$ cat config.mk
export PLATFORM = sky130hd
export DESIGN_NAME = hdlc_nrzi_bit_encoder_with_fcs
export DESIGN_NICKNAME = d
export VERILOG_FILES = /design/src/hnfe_pkg.sv /design/src/hnfe_front.sv /design/src/hnfe_queue.sv /design/src/hnfe_back.sv /design/src/hdlc_nrzi_bit_encoder_with_fcs.sv
export VERILOG_INCLUDE_DIRS = /design/src /design/src/src
export SDC_FILE = /design/constraint.sdc
export NUM_CORES = 1
export LEC_CHECK = 0
export BUFFER_PORTS_ARGS = -buffer_cell sky130_fd_sc_hd__buf_4
export CAP_MARGIN = 20
export CORE_AREA = 4 4 83 85
export CTS_BUF_LIST = sky130_fd_sc_hd__clkbuf_8
export DETAILED_ROUTE_END_ITERATION = 10
export DIE_AREA = 0 0 87 89
export PLACE_DENSITY_LB_ADDON = 0.08
export SLEW_MARGIN = 20
export SYNTH_ARGS = -nofsm -noshare
export SYNTH_HDL_FRONTEND = slang
export SYNTH_SLANG_ARGS = --single-unit
$ cat constraint.sdc
create_clock -name clk -period 4.45 [get_ports clk]
set_input_delay 0.6675 -clock clk [delete_from_list [all_inputs] [get_ports clk]]
set_output_delay 0.6675 -clock clk [all_outputs]
set_load 0.01 [all_outputs]
$ cat src/hdlc_nrzi_bit_encoder_with_fcs_defines.svh
// ----------------------------------------------------------------------------
// HDLC NRZI encoder assertion macros
// Shared concurrent assertion forms, clocked on clk and disabled in reset.
// ----------------------------------------------------------------------------
`ifndef HDLC_NRZI_BIT_ENCODER_WITH_FCS_DEFINES_SVH
`define HDLC_NRZI_BIT_ENCODER_WITH_FCS_DEFINES_SVH

// The consequent must hold in the same cycle as the antecedent.
`define HNFE_ASSERT_IMPL(label, ante, cons, msg) \
    label: assert property (@(posedge clk) disable iff (!rst_n) (ante) |-> (cons)) \
        else $error(msg);

// The consequent must hold in the cycle after the antecedent.
`define HNFE_ASSERT_NEXT(label, ante, cons, msg) \
    label: assert property (@(posedge clk) disable iff (!rst_n) (ante) |=> (cons)) \
        else $error(msg);

`endif

$ cat src/hnfe_pkg.sv
// ----------------------------------------------------------------------------
// HDLC NRZI encoder package
// Types, constants and the CRC-16 bit update shared by the encoder modules.
// ----------------------------------------------------------------------------
`default_nettype none

package hnfe_pkg;

    typedef enum logic [1:0] {
        OP_SEND  = 2'd0,
        OP_START = 2'd1,
        OP_CRC   = 2'd2,
        OP_NONE  = 2'd3
    } op_t;

    typedef enum logic [1:0] {
        CMD_SEND  = 2'd0,
        CMD_START = 2'd1,
        CMD_CRC   = 2'd2
    } cmd_t;

    typedef struct packed {
        cmd_t       cmd;
        logic [7:0] data;
    } qentry_t;

    typedef enum logic [1:0] {
        BK_IDLE  = 2'd0,
        BK_BITS  = 2'd1,
        BK_STUFF = 2'd2
    } bk_state_t;

    typedef struct packed {
        logic        pop;
        logic        busy;
        logic [15:0] crc;
    } bk_status_t;

    localparam logic [7:0]  FLAG_BYTE   = 8'h7E;
    localparam logic [15:0] CRC_POLY    = 16'h8408;
    localparam logic [15:0] CRC_INIT    = 16'hFFFF;
    localparam logic [2:0]  STUFF_LIMIT = 3'd5;
    localparam int          QUEUE_DEPTH = 2;
    localparam int          QPTR_W      = 1;
    localparam int          QCNT_W      = 2;

    function automatic logic [15:0] crc_bit(input logic [15:0] crc, input logic din);
        logic [15:0] shifted;
        shifted = {1'b0, crc[15:1]};
        crc_bit = (crc[0] ^ din) ? (shifted ^ CRC_POLY) : shifted;
    endfunction

endpackage

`default_nettype wire

$ cat src/hnfe_front.sv
// ----------------------------------------------------------------------------
// HDLC NRZI encoder front end
// Accepts input transfers, decodes the operation and hands commands to the queue.
// ----------------------------------------------------------------------------
`default_nettype none

module hnfe_front (
    input  wire logic              clk,
    input  wire logic              rst_n,
    input  wire logic              in_valid,
    output logic                   in_stall,
    input  wire logic [1:0]        op,
    input  wire logic [7:0]        data_byte,
    input  wire logic              q_full,
    output logic                   q_push,
    output hnfe_pkg::qentry_t      q_entry
);

    logic              front_valid_reg;
    logic              front_valid_next;
    hnfe_pkg::qentry_t entry_reg;
    hnfe_pkg::qentry_t entry_next;
    hnfe_pkg::qentry_t decoded;
    logic              keep;
    logic              accept;

    assign in_stall = front_valid_reg && q_full;
    assign accept   = in_valid && !in_stall;
    assign q_push   = front_valid_reg && !q_full;
    assign q_entry  = entry_reg;

    always_comb
    begin
        decoded.data = data_byte;
        decoded.cmd  = hnfe_pkg::CMD_SEND;
        keep         = 1'b1;
        unique case (hnfe_pkg::op_t'(op))
            hnfe_pkg::OP_SEND:
            begin
                decoded.cmd = hnfe_pkg::CMD_SEND;
            end
            hnfe_pkg::OP_START:
            begin
                decoded.cmd = hnfe_pkg::CMD_START;
            end
            hnfe_pkg::OP_CRC:
            begin
                decoded.cmd = hnfe_pkg::CMD_CRC;
            end
            hnfe_pkg::OP_NONE:
            begin
                keep = 1'b0;
            end
        endcase
    end

    always_comb
    begin
        front_valid_next = front_valid_reg;
        entry_next       = entry_reg;
        if (accept)
        begin
            front_valid_next = keep;
            entry_next       = decoded;
        end
        else if (q_push)
        begin
            front_valid_next = 1'b0;
        end
    end

    always_ff @(posedge clk or negedge rst_n)
    begin
        if (!rst_n)
        begin
            front_valid_reg <= 1'b0;
        end
        else
        begin
            front_valid_reg <= front_valid_next;
        end
    end

    always_ff @(posedge clk)
    begin
        entry_reg <= entry_next;
    end

endmodule

`default_nettype wire

$ cat src/hnfe_queue.sv
// ----------------------------------------------------------------------------
// HDLC NRZI encoder command queue
// Short register FIFO that decouples the front end from the symbol engine.
// ----------------------------------------------------------------------------
`default_nettype none

module hnfe_queue (
    input  wire logic                       clk,
    input  wire logic                       rst_n,
    input  wire logic                       push,
    input  wire hnfe_pkg::qentry_t          wr_entry,
    input  wire logic                       pop,
    output hnfe_pkg::qentry_t               head,
    output logic                            full,
    output logic                            empty,
    output logic [hnfe_pkg::QCNT_W-1:0]     count
);

    localparam logic [hnfe_pkg::QPTR_W-1:0] LAST_PTR =
        hnfe_pkg::QPTR_W'(hnfe_pkg::QUEUE_DEPTH - 1);
    localparam logic [hnfe_pkg::QCNT_W-1:0] DEPTH_CNT =
        hnfe_pkg::QCNT_W'(hnfe_pkg::QUEUE_DEPTH);

    hnfe_pkg::qentry_t                entries_reg [hnfe_pkg::QUEUE_DEPTH];
    logic [hnfe_pkg::QPTR_W-1:0]      wr_ptr_reg;
    logic [hnfe_pkg::QPTR_W-1:0]      wr_ptr_next;
    logic [hnfe_pkg::QPTR_W-1:0]      rd_ptr_reg;
    logic [hnfe_pkg::QPTR_W-1:0]      rd_ptr_next;
    logic [hnfe_pkg::QCNT_W-1:0]      count_reg;
    logic [hnfe_pkg::QCNT_W-1:0]      count_next;
    logic                             do_push;
    logic                             do_pop;

    assign full    = (count_reg == DEPTH_CNT);
    assign empty   = (count_reg == '0);
    assign count   = count_reg;
    assign head    = entries_reg[rd_ptr_reg];
    assign do_push = push && !full;
    assign do_pop  = pop && !empty;

    always_comb
    begin
        wr_ptr_next = wr_ptr_reg;
        rd_ptr_next = rd_ptr_reg;
        count_next  = count_reg;
        if (do_push)
        begin
            wr_ptr_next = (wr_ptr_reg == LAST_PTR) ? '0 : wr_ptr_reg + 1'b1;
        end
        if (do_pop)
        begin
            rd_ptr_next = (rd_ptr_reg == LAST_PTR) ? '0 : rd_ptr_reg + 1'b1;
        end
        if (do_push && !do_pop)
        begin
            count_next = count_reg + 1'b1;
        end
        else if (do_pop && !do_push)
        begin
            count_next = count_reg - 1'b1;
        end
    end

    always_ff @(posedge clk or negedge rst_n)
    begin
        if (!rst_n)
        begin
            wr_ptr_reg <= '0;
            rd_ptr_reg <= '0;
            count_reg  <= '0;
        end
        else
        begin
            wr_ptr_reg <= wr_ptr_next;
            rd_ptr_reg <= rd_ptr_next;
            count_reg  <= count_next;
        end
    end

    always_ff @(posedge clk)
    begin
        if (do_push)
        begin
            entries_reg[wr_ptr_reg] <= wr_entry;
        end
    end

endmodule

`default_nettype wire

$ cat src/hnfe_back.sv
// ----------------------------------------------------------------------------
// HDLC NRZI encoder symbol engine
// Serializes queued commands into NRZI tone symbols with bit stuffing and CRC.
// ----------------------------------------------------------------------------
`default_nettype none

module hnfe_back (
    input  wire logic              clk,
    input  wire logic              rst_n,
    input  wire logic              q_empty,
    input  wire hnfe_pkg::qentry_t q_head,
    output logic                   q_pop,
    output logic                   out_valid,
    input  wire logic              out_stall,
    output logic                   tone,
    output logic                   stuffed,
    output logic                   last,
    output hnfe_pkg::bk_status_t   status
);

    hnfe_pkg::bk_state_t state_reg;
    hnfe_pkg::bk_state_t state_next;
    logic [15:0]         crc_reg;
    logic [15:0]         crc_next;
    logic [2:0]          ones_reg;
    logic [2:0]          ones_next;
    logic                tone_reg;
    logic                tone_next;
    logic [7:0]          byte_reg;
    logic [7:0]          byte_next;
    logic [7:0]          hi_reg;
    logic [7:0]          hi_next;
    logic                second_reg;
    logic                second_next;
    logic [2:0]          idx_reg;
    logic [2:0]          idx_next;
    logic                out_valid_reg;
    logic                out_valid_next;
    logic                out_tone_reg;
    logic                out_tone_next;
    logic                out_stuffed_reg;
    logic                out_stuffed_next;
    logic                out_last_reg;
    logic                out_last_next;

    logic                ob_free;
    logic                cur_bit;
    logic                is_flag;
    logic [2:0]          ones_eff;
    logic [2:0]          ones_inc;
    logic                stuff_now;
    logic                byte_end;

    assign ob_free   = !out_valid_reg || !out_stall;
    assign cur_bit   = byte_reg[idx_reg];
    assign is_flag   = (byte_reg == hnfe_pkg::FLAG_BYTE);
    assign ones_eff  = is_flag ? 3'd0 : ones_reg;
    assign ones_inc  = ones_eff + 3'd1;
    assign stuff_now = cur_bit && (ones_inc == hnfe_pkg::STUFF_LIMIT);
    assign byte_end  = (idx_reg == 3'd7);

    assign out_valid = out_valid_reg;
    assign tone      = out_tone_reg;
    assign stuffed   = out_stuffed_reg;
    assign last      = out_last_reg;

    assign status.pop  = q_pop;
    assign status.busy = (state_reg != hnfe_pkg::BK_IDLE);
    assign status.crc  = crc_reg;

    always_comb
    begin
        state_next = state_reg;
        unique case (state_reg)
            hnfe_pkg::BK_IDLE:
            begin
                if (!q_empty && (q_head.cmd != hnfe_pkg::CMD_START))
                begin
                    state_next = hnfe_pkg::BK_BITS;
                end
            end
            hnfe_pkg::BK_BITS:
            begin
                if (ob_free)
                begin
                    if (stuff_now)
                    begin
                        state_next = hnfe_pkg::BK_STUFF;
                    end
                    else if (byte_end && !second_reg)
                    begin
                        state_next = hnfe_pkg::BK_IDLE;
                    end
                end
            end
            hnfe_pkg::BK_STUFF:
            begin
                if (ob_free)
                begin
                    if (byte_end && !second_reg)
                    begin
                        state_next = hnfe_pkg::BK_IDLE;
                    end
                    else
                    begin
                        state_next = hnfe_pkg::BK_BITS;
                    end
                end
            end
            default:
            begin
                state_next = hnfe_pkg::BK_IDLE;
            end
        endcase
    end

    always_comb
    begin
        q_pop            = 1'b0;
        crc_next         = crc_reg;
        ones_next        = ones_reg;
        tone_next        = tone_reg;
        byte_next        = byte_reg;
        hi_next          = hi_reg;
        second_next      = second_reg;
        idx_next         = idx_reg;
        out_valid_next   = out_valid_reg && out_stall;
        out_tone_next    = out_tone_reg;
        out_stuffed_next = out_stuffed_reg;
        out_last_next    = out_last_reg;
        unique case (state_reg)
            hnfe_pkg::BK_IDLE:
            begin
                if (!q_empty)
                begin
                    q_pop = 1'b1;
                    unique case (q_head.cmd)
                        hnfe_pkg::CMD_START:
                        begin
                            crc_next = hnfe_pkg::CRC_INIT;
                        end
                        hnfe_pkg::CMD_SEND:
                        begin
                            byte_next   = q_head.data;
                            second_next = 1'b0;
                            idx_next    = 3'd0;
                        end
                        hnfe_pkg::CMD_CRC:
                        begin
                            byte_next   = ~crc_reg[7:0];
                            hi_next     = ~crc_reg[15:8];
                            second_next = 1'b1;
                            idx_next    = 3'd0;
                        end
                        default:
                        begin
                            q_pop = 1'b1;
                        end
                    endcase
                end
            end
            hnfe_pkg::BK_BITS:
            begin
                if (ob_free)
                begin
                    if (!is_flag)
                    begin
                        crc_next = hnfe_pkg::crc_bit(crc_reg, cur_bit);
                    end
                    out_valid_next   = 1'b1;
                    out_stuffed_next = 1'b0;
                    out_last_next    = byte_end && !second_reg && !stuff_now;
                    if (!cur_bit)
                    begin
                        tone_next     = ~tone_reg;
                        out_tone_next = ~tone_reg;
                        ones_next     = 3'd0;
                    end
                    else
                    begin
                        out_tone_next = tone_reg;
                        ones_next     = ones_inc;
                    end
                    if (!stuff_now)
                    begin
                        idx_next = idx_reg + 3'd1;
                        if (byte_end && second_reg)
                        begin
                            byte_next   = hi_reg;
                            second_next = 1'b0;
                        end
                    end
                end
            end
            hnfe_pkg::BK_STUFF:
            begin
                if (ob_free)
                begin
                    tone_next        = ~tone_reg;
                    ones_next        = 3'd0;
                    out_valid_next   = 1'b1;
                    out_tone_next    = ~tone_reg;
                    out_stuffed_next = 1'b1;
                    out_last_next    = byte_end && !second_reg;
                    idx_next         = idx_reg + 3'd1;
                    if (byte_end && second_reg)
                    begin
                        byte_next   = hi_reg;
                        second_next = 1'b0;
                    end
                end
            end
            default:
            begin
                q_pop = 1'b0;
            end
        endcase
    end

    always_ff @(posedge clk or negedge rst_n)
    begin
        if (!rst_n)
        begin
            state_reg     <= hnfe_pkg::BK_IDLE;
            crc_reg       <= hnfe_pkg::CRC_INIT;
            ones_reg      <= 3'd0;
            tone_reg      <= 1'b0;
            second_reg    <= 1'b0;
            idx_reg       <= 3'd0;
            out_valid_reg <= 1'b0;
        end
        else
        begin
            state_reg     <= state_next;
            crc_reg       <= crc_next;
            ones_reg      <= ones_next;
            tone_reg      <= tone_next;
            second_reg    <= second_next;
            idx_reg       <= idx_next;
            out_valid_reg <= out_valid_next;
        end
    end

    always_ff @(posedge clk)
    begin
        byte_reg        <= byte_next;
        hi_reg          <= hi_next;
        out_tone_reg    <= out_tone_next;
        out_stuffed_reg <= out_stuffed_next;
        out_last_reg    <= out_last_next;
    end

endmodule

`default_nettype wire

$ cat src/hdlc_nrzi_bit_encoder_with_fcs.sv
// ----------------------------------------------------------------------------
// HDLC NRZI bit encoder with FCS
// Input commands carry an op and a data byte; op 0 sends the byte, op 1 starts
// a frame by setting the CRC-16 to all ones, op 2 sends the complemented CRC
// low byte first, and op 3 is dropped. Each output transfer is one tone symbol
// with a stuffed mark and a last mark on the final symbol of a command.
// Bytes leave least significant bit first; five ones in a row add a stuffing
// symbol, and the flag byte 0x7E is neither stuffed nor added to the CRC.
// A command passes a front register, a two-entry queue and the engine's byte
// register before its first symbol is registered at the output.
// The symbol engine makes one symbol per cycle while the output is not stalled
// and loads each command in its idle state; a start command only sets the CRC
// and makes no symbol.
// When the receiver stalls, the symbol holds and the engine waits; the queue
// and front register keep accepting until they fill, then in_stall rises.
// Reset empties the queue and output, sets the CRC to all ones, the ones count
// to zero and the tone to 1200 Hz.
// ----------------------------------------------------------------------------
`default_nettype none

`include "hdlc_nrzi_bit_encoder_with_fcs_defines.svh"

module hdlc_nrzi_bit_encoder_with_fcs (
    input  wire logic       clk,
    input  wire logic       rst_n,
    input  wire logic       in_valid,
    output logic            in_stall,
    input  wire logic [1:0] op,
    input  wire logic [7:0] data_byte,
    output logic            out_valid,
    input  wire logic       out_stall,
    output logic            tone,
    output logic            stuffed,
    output logic            last
);

    logic                            q_full;
    logic                            q_empty;
    logic                            q_push;
    logic                            q_pop;
    logic [hnfe_pkg::QCNT_W-1:0]     q_count;
    hnfe_pkg::qentry_t               q_wr_entry;
    hnfe_pkg::qentry_t               q_head;
    hnfe_pkg::bk_status_t            bk_status;

    hnfe_front u_front (
        .clk       (clk),
        .rst_n     (rst_n),
        .in_valid  (in_valid),
        .in_stall  (in_stall),
        .op        (op),
        .data_byte (data_byte),
        .q_full    (q_full),
        .q_push    (q_push),
        .q_entry   (q_wr_entry)
    );

    hnfe_queue u_queue (
        .clk      (clk),
        .rst_n    (rst_n),
        .push     (q_push),
        .wr_entry (q_wr_entry),
        .pop      (q_pop),
        .head     (q_head),
        .full     (q_full),
        .empty    (q_empty),
        .count    (q_count)
    );

    hnfe_back u_back (
        .clk       (clk),
        .rst_n     (rst_n),
        .q_empty   (q_empty),
        .q_head    (q_head),
        .q_pop     (q_pop),
        .out_valid (out_valid),
        .out_stall (out_stall),
        .tone      (tone),
        .stuffed   (stuffed),
        .last      (last),
        .status    (bk_status)
    );

    `HNFE_ASSERT_IMPL(a_pop_not_empty, bk_status.pop, q_count != '0,
        "command popped from an empty queue")
    `HNFE_ASSERT_NEXT(a_start_sets_crc,
        bk_status.pop && q_head.cmd == hnfe_pkg::CMD_START,
        bk_status.crc == hnfe_pkg::CRC_INIT, "start command did not reset the CRC")
    `HNFE_ASSERT_IMPL(a_symbol_from_busy, $rose(out_valid), $past(bk_status.busy),
        "symbol presented while the engine was idle")

endmodule

`default_nettype wire

==> impl_results.md <==
* Die area at 0.00774 sq mm
* Slew HR at 43.9%
* TritonCTS Sinks at 81
* Root Buffer: clkbuf_8
* Skew final at 0.0136 ns
* Worst-path fanout max at 8
* Asr flop ratio synth at 39.5%
* Initial Util at 58.0%
* Vias at 2129
* Post-route ant nets at 0
* Worst hold-check path type: in -> async
* Setup Fix Bufs, Post-CTS at 0
* Setup ws final at 1.50 ns
* RSZ-0062 raised after global routing: false
* Crit Path Category: reg -> reg
* CTS Hold Buffers Added at 0
* Site Rows at 29
* Number of flops mapped to enable cells by yosys at 49
* Reg clk slew, reported paths at 0.08 ns
* Synth Cell Area at 0.00360 sq mm
* Slew @ Worst Pin at 0.839 ns
* Post-DR vias/cell at 5.42
* Sequential element share of the synthesized area at 63.7%
* Worst flop-to-flop path endpoint: u_back.byte_reg[2]
* Largest net degree at the start of global routing at 33
* Worst r2r path cells at 7
* Worst setup EP type: flop
* Layout fillers at 457
* Area delta synth->final at 12.7%
* Count of pins over their slew limit at 0
* Critical Path RT at 4.43 ns
* Mapped Avg Cell Area at 12.4 sq um
* Worst slack at placement at 1.50 ns
* Clk_lat worst skew at 0.35 ns
* Final WL at 6020 um
* Maximum clock frequency at 339 MHz
* Top cells by count, synth: 49 x edfxtp_1, 28 x nand2_1, 26 x inv_1, 26 x nor2_1, 17 x o21ai_0
* Power, Total at 3230 uW
* Gates resized, CTS repair at 0
* Worst vdd ir at 0.000387 V
* Syn Inst Count at 290
* Final period utilization at 66.3%
* CTS tree: done
* Clock buffer count from CTS at 9
* Top-level I/O count at 19
* Clock buffer depth at 2
* H-tree levels at 3
* Top cells by area, synth: edfxtp_1 41%, dfstp_2 12%, dfrtp_1 11%
* Top cell type's share of synthesized area at 40.9%
* FF+latch count, synth at 81
* Routed len/inst at 15.3 um
* Outcome: finished, final reports clean
* Pwr/cell area at 797 mW/mm^2
* # setup viols final at 0
* Library cells used by synthesis at 46
* Gr ovfl total at 0
* Starting DRT DRC Count at 127
* Core Area at 0.00620 sq mm
* Final Hold Viols at 0
* N_diodes at 0
* GRT Total Usage at 17.5%
* Post-layout minimum cycle time at 2.95 ns
* Worst reg2reg path startpoint: u_back.byte_reg[7]
* Die span in x at 87 um
* Max FFs per register at 20
* Post-synth top area cell: edfxtp_1
* Critical Path Source Type: flop
* Leakage at 0.00169 uW
* First-pass DRT Iterations at 4
* R2R setup slack at 1.50 ns
* Vias in the first global route at 2125
* Nets at 334
* Dpl cells at 377
* Most frequent cell after synthesis: edfxtp_1
* Post-Route Hold Slack at 0.261 ns
* Top_reg_cell synth: edfxtp_1
* Ratio of cells with drive above 1 in the final layout at 18.7%
* Setup tns final at 0 ns
* Max_cap viols at 0
* DP Wirelength at 4200 um
* DRC at 0
* Non-Filler Instances at 393
* Initial antenna violation count at 0
* Ys Warns at 0
* Mapped Nets at 313
* Die Height at 89 um
* Global-route wire length before repair at 10200 um
* Data arrival, critical path at 2.93 ns
* Placer Congestion at 0.825
* PortBufs at 18
-- where the power goes --
group / switching, uW / leakage, uW / internal, uW
Clock: 267 / 0.000121 / 374
Combinational: 760 / 0.000738 / 500
Sequential: 161 / 0.000831 / 1170
Total: 1190 / 0.00169 / 2040
-- cell type report --
type	count	area (sq um)	area share, %
clock buffers	9	124	3.05
clock inverters	7	119	2.93
inverters	26	97.6	2.41
multi-input cells	173	1180	29.0
flip-flops and latches	81	2290	56.5
well taps	77	96.3	2.38
repair buffers	20	150	3.70
-- critical path, stage by stage (launching register included) --
cell and delay, ns:
edfxtp_1 0.39, nand4b_1 0.24, o21ai_0 0.26, inv_1 0.08
ha_1 0.28, xnor2_1 0.24, a311oi_4 0.46, a21boi_1 0.64
-- cells in the final DEF, fill, tap and decap left out, types with 2 or more instances in the layout --
cell / count
o211ai_1: 2
inv_1: 27
buf_4: 20
nand4b_1: 3
dfstp_2: 16
xor2_1: 4
o21ai_0: 17
mux2i_1: 10
nor3_1: 2
dfrtp_1: 16
nand2_1: 28
a21oi_1: 3
nand3_1: 2
nand2b_1: 5
mux2_2: 3
nand4_1: 2
xnor2_1: 9
clkbuf_8: 9
bufinv_16: 3
ha_1: 9
nor2b_1: 5
a31oi_1: 15
nor2_1: 26
o31ai_1: 2
edfxtp_1: 49
o21ai_1: 5
-- routing by layer --
metal  track usage (%)  part of all wire, %  vias up
met5                 0                    0        -
met3              3.41                  3.6       13
li1                  -                    -     1065
met1              23.1                   47     1017
met2              28.4                   48       34
met4              7.65                  1.6        0
-- cells by family after synthesis --
logic type                 count (synthesis)  synth area share [%]
muxes                                     17                  6.02
buffers and inverters                     36                  3.79
DFF                                       81                  63.7
xor gates and xnor gates                  13                  3.16
AOI/OAI and AO/OA                         53                  9.46
and+or+nand+nor                           81                  10.7
adders and majority gates                  9                  3.13
-- stage by stage --
step           util [%]  cell area (sq um)
6_report           65.4               4060
5_1_grt            65.4               4060
4_1_cts            65.4               4060
3_5_place_dp       61.4               3810
3_3_place_gp       61.4               3810
2_1_floorplan         -               3600
-- worst max-delay path by stage --
stage | from | endpoint | slack (ns) | cells past startpoint
after floorplan | u_back.byte_reg[7] | u_back.byte_reg[0] | 1.85 | 7
after global placement | u_back.byte_reg[7] | u_back.byte_reg[5] | 1.59 | 7
after detailed placement | u_back.state_reg[1] | u_back.byte_reg[5] | 1.50 | 6
after CTS | u_back.byte_reg[7] | u_back.byte_reg[2] | 1.47 | 7
after global routing | u_back.byte_reg[7] | u_back.byte_reg[1] | 1.25 | 7
final | u_back.byte_reg[7] | u_back.byte_reg[2] | 1.50 | 7
Note: power is estimated with default switching activity, not from simulation.
